### src/fpc_pkg.sv
// Shared types and constants for the frustum point cull block.
package fpc_pkg;

   // Item kinds carried on the request channel
   localparam logic KIND_LOAD = 1'b0;
   localparam logic KIND_TEST = 1'b1;

   // Matrix shape and plane count
   localparam int PLANE_COUNT = 6;
   localparam int ROW_COUNT   = 4;
   localparam int AXIS_COUNT  = 3;
   localparam int COLUMN_W    = 2;

   // Result queue sizing: deeper than the cell chain so tests stream at full rate
   localparam int FIFO_DEPTH = 32;
   localparam int PTR_W      = 5;
   localparam int CNT_W      = 6;

   // Control group handed from cell to cell
   typedef struct packed {
      logic                valid;
      logic                kind;
      logic [COLUMN_W-1:0] column;
      logic                in_view;
   } ctl_type;

endpackage

### src/fpc_fifo.sv
// Result queue between the cell chain and the response channel.
module fpc_fifo (
   input  logic clock,
   input  logic reset,
   input  logic push,
   input  logic push_data,
   input  logic pop,
   output logic out_valid,
   output logic out_data
);

   logic                        mem_ff [0:fpc_pkg::FIFO_DEPTH-1];
   logic [fpc_pkg::PTR_W-1:0]   wr_ptr_ff;
   logic [fpc_pkg::PTR_W-1:0]   rd_ptr_ff;
   logic [fpc_pkg::CNT_W-1:0]   count_ff;
   logic [fpc_pkg::CNT_W-1:0]   count_in;
   logic                        do_pop;

   assign out_valid = count_ff != '0;
   assign out_data  = mem_ff[rd_ptr_ff];
   assign do_pop    = pop && out_valid;

   // Storage
   always_ff @(posedge clock) begin
      if (push) begin
         mem_ff[wr_ptr_ff] <= push_data;
      end
   end

   // Pointers and fill count
   always_comb begin
      count_in = count_ff;
      if (push && !do_pop) begin
         count_in = count_ff + 1'b1;
      end else if (!push && do_pop) begin
         count_in = count_ff - 1'b1;
      end
   end

   always_ff @(posedge clock) begin
      if (reset) begin
         wr_ptr_ff <= '0;
         rd_ptr_ff <= '0;
         count_ff  <= '0;
      end else begin
         if (push) begin
            wr_ptr_ff <= wr_ptr_ff + 1'b1;
         end
         if (do_pop) begin
            rd_ptr_ff <= rd_ptr_ff + 1'b1;
         end
         count_ff <= count_in;
      end
   end

endmodule

### config.mk
export PLATFORM = sky130hd
export DESIGN_NAME = fpc_fifo
export DESIGN_NICKNAME = d
export VERILOG_FILES = /design/src/fpc_pkg.sv /design/src/fpc_fifo.sv
export SDC_FILE = /design/constraint.sdc
export NUM_CORES = 1
export LEC_CHECK = 0
export ABC_AREA = 1
export BUFFER_PORTS_ARGS = -buffer_cell sky130_fd_sc_hd__buf_2
export CAP_MARGIN = 20
export CORE_MARGIN = 3
export CORE_UTILIZATION = 62
export CTS_BUF_LIST = sky130_fd_sc_hd__clkbuf_8
export CTS_CLUSTER_DIAMETER = 100
export CTS_CLUSTER_SIZE = 16
export DETAILED_ROUTE_END_ITERATION = 12
export PLACE_DENSITY = 0.75
export SLEW_MARGIN = 20
export SYNTH_ARGS = -nofsm -noshare
export SYNTH_HDL_FRONTEND = slang
export SYNTH_SLANG_ARGS = --single-unit
### constraint.sdc
create_clock -name clock -period 2.45 [get_ports clock]
set_input_delay 0.1225 -clock clock [delete_from_list [all_inputs] [get_ports clock]]
set_output_delay 0.1225 -clock clock [all_outputs]
set_load 0.05 [all_outputs]
[Word-level counts from Yosys, hierarchy flattened]
Memories as Yosys holds them, arrays and structs flattened. A register that Yosys moved wholly into a read port is not among the register bits.
Cells that the tools add are included.
W data, S select, Z words.
Storage, ports and cells
  bits in registers: 16
  bits in writable memories: 32
  input port bits: 5
  output and inout bits: 2
  logic and storage cells: 21
  memories kept: 1
Memory list
  mem_ff: depth 32, width 1, read ports 1, clocked after memory_dff 1, wr ports 1, line fpc_fifo.sv:12  | logic mem_ff [0:fpc_pkg::FIFO_DEPTH-1];
Cells by class
  add/subtract/negate cells: 4
  muxes and demuxes: 6
  reductions and logical operators: 7
Operators with widths (count)
  $mux W6: 2
  $add A5 B1 Y5 const B: 2
  $mux W5: 2
  $add A6 B1 Y6 const B: 1
  $reduce_bool A6 Y1: 1
  $sub A6 B1 Y6 const B: 1
  $logic_and A1 B1 Y1: 3
  $logic_not A1 Y1: 2
  $mux W1: 2
  $reduce_bool A2 Y1: 1

[Logic depth before layout (Yosys ltp)]
  depth in word-level cells: 5
  depth in mapped cells: 13
  depth with buffers taken out: 13

[Worst setup path after synthesis]
No wires, ideal clock.
  path kind: register to register
  start point: register count_ff[0] (netlist name)
  end point: register count_ff[5] (netlist name)
  library setup time: 0.117 ns
  arrival: 2.392 ns
  required time: 2.333 ns
  slack: -0.059 ns
  stages on the path, launching flop included: 14
  path buffers: 0
  period minus slack after synthesis: 2.509 ns
  cells stage by stage: dfxtp_1 nor2_1 nand4_1 nand2_2 ha_1 inv_1 ha_1 nand3_1 nand3_1 nand3_1 nand3_1 nand2_1 nor2_1 nor2_1
Between the ends
  word-level cells in the longest chain between the ends: 5
  elaborated cells on any way between the ends: 10
  those cells by class: 2 x add/sub; 2 x mux; 6 x reduce/logical
Ends and longest elaborated chain
  start: declaration: line fpc_fifo.sv:15  | logic [fpc_pkg::CNT_W-1:0] count_ff;
  start signal: assignment: line fpc_fifo.sv:52  | count_ff <= count_in;
  $reduce_bool A6 Y1 *: line fpc_fifo.sv:19  | assign out_valid = count_ff != '0;
  net out_valid: line fpc_fifo.sv:8  | output logic out_valid,
  $logic_and A1 B1 Y1 *: line fpc_fifo.sv:21  | assign do_pop = pop && out_valid;
  $logic_not A1 Y1: line fpc_fifo.sv:33  | if (push && !do_pop) begin
  $logic_and A1 B1 Y1: line fpc_fifo.sv:33
  $mux W6 or $reduce_bool A2 Y1 (tied branches)
Mark *: on every way through the listed nets, which the timed path passes. The rest lies on a longest branch. The select of a mux whose other input is x is not followed.
A chain may end at the register's enable or synchronous reset.

[Worst setup path in the final report]
  start point: register count_ff[0] (netlist name)
  end point: register count_ff[4] (netlist name)
Between the ends
  word-level cells in the longest chain between the ends: 5
  elaborated cells on any way between the ends: 10
  those cells by class: 2 x add/sub; 2 x mux; 6 x reduce/logical
Ends and longest elaborated chain
  branches (longest 5 deep; another with $sub A6 B1 Y6)
Several ways; the timed one is not identified. The select of a mux whose other input is x is not followed.

==> results.txt <==
The first global-routing pass estimated 7980 um of wire. The count of nets left with antenna violations after detail routing is 0. The H-tree was split into 2 levels. The final estimated routing congestion in global placement came out at around 0.88. The CTS buffer count is 5. The maximum clock frequency is 506 MHz.

Synthesis produced a netlist whose cell count is 284. The sink count of the clock tree came out at 53. The number of placed I/O pins is 7. IR analysis of the VDD net gives a maximum drop of 0.671 mV. The design draws 2.39 mW. The Yosys warning count came out at 0. The final-report max-slew violation count came out at 0. The count of instances resized after the clock tree is built is 0. The die footprint is 4870 um2. The mean instance size in the synthesized netlist came out at 8.88 um2. The half-perimeter wire length after detailed placement came out at 3300 um. TritonCTS built the clock tree. The later pin in the worst-skew pair is clocked with a latency of 0.30 ns. By area the synthesized netlist is led by edfxtp_1 38%, dfxtp_1 17%, nand2_1 8.9%. The initial core utilization came out at 0.664.

The clock slew at the register clock pins of the worst setup and hold paths came out at approximately 0.09 ns. The share of synthesized registers carrying an async set or reset is 0. The final design utilization came out at 0.705. The number of nets handed over by synthesis was 300. edfxtp_1 takes more of the synthesized area than any other cell. The tool flagged a number of max-cap violations equal to 0.

The signed area change from the synthesized netlist to the final layout is 6.20%. The end of the worst register-to-register path is count_ff[4]. The power density over cell area came out at 891 nW/um2. The worst register-to-register path begins at count_ff[0]. The worst setup path category is reg -> reg. The minimum setup slack among reg-to-reg paths came out at 0.48 ns.

After filler insertion, the fill cell instance count of the layout stands at 303. Setup violations remaining at the end of the flow were counted as 0. Setup repair after global routing left no endpoint under its margin.

The hold slack is between 0.1 and 0.15 ns. The actual slew at the worst max-slew pin is 0.485 ns. The kind of start point of the critical path is a register. The area of the mapped netlist is 2520 um2. In the finished design, the share of the clock period the worst path needs comes to 0.806. The clock passes through at most 2 buffers. The fraction of layout instances using a drive strength above 1 came out at 0.0928. The post-detailed-route DRC marker count came out at 0. The die height is ~70 um. In this run, post-CTS hold repair placed 0 buffers. The initial antenna violation count is 0.

Counting flops and latches in the post-synthesis netlist gives 53. The die boundary width is between 60 and 70 um. The number of cell rows is 22. The core region area is 3800 um2. In this run the clock root is driven by a clkbuf_8. The analysis attributes to cell leakage a power of 1.05 nW. The path with the worst hold slack has its endpoint at wr_ptr_ff[4].

The run finished with clean final reports. The maximum net fanout on the critical path came out at 6. The final antenna diode count is 0. Across all layers, the routed design uses 1796 vias. The share of synthesized area in the top cell type comes to 0.381. The tightest min-delay check is of the in -> reg type. After detailed routing, the total wire length is between 4000 and 5000 um.

The number of enable flip-flop cells after synthesis is 32. The detailed-router iteration count before antenna repair is 4. The number of global-route vias before repair is between 1.5k and 2k.

The worst hold path begins at reset. The detailed router's first-iteration violation count came out at 215. Summed over all failing endpoints, the final setup total negative slack is 0 ns. The number of post-CTS setup repair buffers is 0. The global route total overflow is 0. The endpoint arrival time on the critical path came out at 2.18 ns. The worst hold path stage count is 2. In the final design database the tool counted 306 nets. Using the TritonRoute via totals, the vias-per-cell ratio works out to 5.30. The worst setup path is captured at a register. The combined global-route utilization of all metal layers came out at 0.210. The shortest clock period the worst path allows after layout came out at 1.97 ns. Measured against its own limit, the worst slew margin works out to 0.677.

The setup skew after layout is slightly below 0.008 ns. The primary flip-flop cell chosen by synthesis mapping is edfxtp_1. In this run the tool buffered the top-level ports with 6 buffer cells.

The number of different library cells used by synthesis comes to 24. The average routed wire per standard cell is 13.5 um. The number of cell instances on the worst register-to-register path came out at 12.

The data required time of the critical path came out at 2.66 ns. The final count of hold timing violations came to 0. For this run, the register share of the synthesized area comes to 0.548. The maximum number of pins on one net before global-route repair came out at 33.
## kinds of logic after synthesis
kind of cell	count (synthesis)	synth area share
XOR/XNOR	6	0.0208
AO/OA/AOI/OAI	23	0.0461
adder cells (fa/ha/maj)	11	0.0575
buffers and inverters	34	0.0665
flip-flops	53	0.548
AND/OR/NAND/NOR	157	0.261
## Yosys cell counts (2+ instances only)
cell and count:
nand2_1 60, nor2_1 49, nand3_1 35, edfxtp_1 32, inv_1 23, dfxtp_1 21
a21oi_1 13, ha_1 10, o21ai_0 8, nand2_2 6, nor3_1 5, buf_2 3
xnor2_1 3, xor2_1 3, buf_6 2, clkbuf_1 2, inv_2 2
## state kept, by name (all words and copies together), names as in the netlist, named ones only
signal and flops:
mem_ff 32, count_ff 6, rd_ptr_ff 5, wr_ptr_ff 5
## cell type report
type	count	area, um2	area share
Multi-Input combinational cell	197	1010	0.377
Clock inverter	3	17.5	0.00654
Inverter	26	103	0.0383
Tap cell	48	60.1	0.0224
Clock buffer	5	68.8	0.0257
Sequential cell	53	1380	0.516
Timing Repair Buffer	7	37.5	0.0140
## placed cells by master, fill, tap and decap left out, drive strengths merged, types with 5 or more instances in the layout
cell type   n
edfxtp     32
nand2      66
inv        28
clkbuf      5
nand3      35
buf         7
o21ai       9
a21oi      13
nor3        5
ha         10
nor2       49
dfxtp      21
## critical path, cell delays in order (launching register included)
cell and delay [ns]:
dfxtp_1 0.37, nor2_1 0.13, nand4_1 0.12, nand2_2 0.17, ha_4 0.16, inv_2 0.08, fa_1 0.40, nand3_1 0.09
nand2_1 0.07, nand2_1 0.06, nand2_1 0.04, o21ai_0 0.14, inv_1 0.05
## report_power, final
| part | switching, mW | internal, mW | leakage [nW] | total, mW |
|---|---|---|---|---|
| registers | 0.0861 | 1.02 | 0.461 | 1.11 |
| clock network | 0.273 | 0.198 | 0.0459 | 0.472 |
| logic | 0.511 | 0.299 | 0.548 | 0.810 |
| total | 0.871 | 1.52 | 1.05 | 2.39 |
## stage by stage
stage	setup slack, ns	instances	area [um2]
finish	0.475	339	2680
global route	0.240	339	2680
CTS	0.477	339	2680
detailed placement	0.488	331	2590
global placement	0.555	331	2590
floorplan	0.00503	284	2560
## per-layer routing
metal | track usage | part of all wire | vias up
li1 | - | - | 948
met3 | 0.0522 | 0.060 | 2
met2 | 0.321 | 0.48 | 50
met4 | 0.0574 | 0.0048 | 0
met1 | 0.298 | 0.46 | 796
met5 | 0 | 0 | -
## how the worst max path moves through the flow
stage                      from     endpoint  cells past startpoint
floorplan           count_ff[0]  count_ff[4]                     12
global placement    count_ff[5]  count_ff[4]                     12
detailed placement  count_ff[0]  count_ff[5]                     13
CTS                 count_ff[0]  count_ff[4]                     12
global route        count_ff[0]  count_ff[3]                     11
finish              count_ff[0]  count_ff[4]                     12
Power figures use the tool's default switching activity.
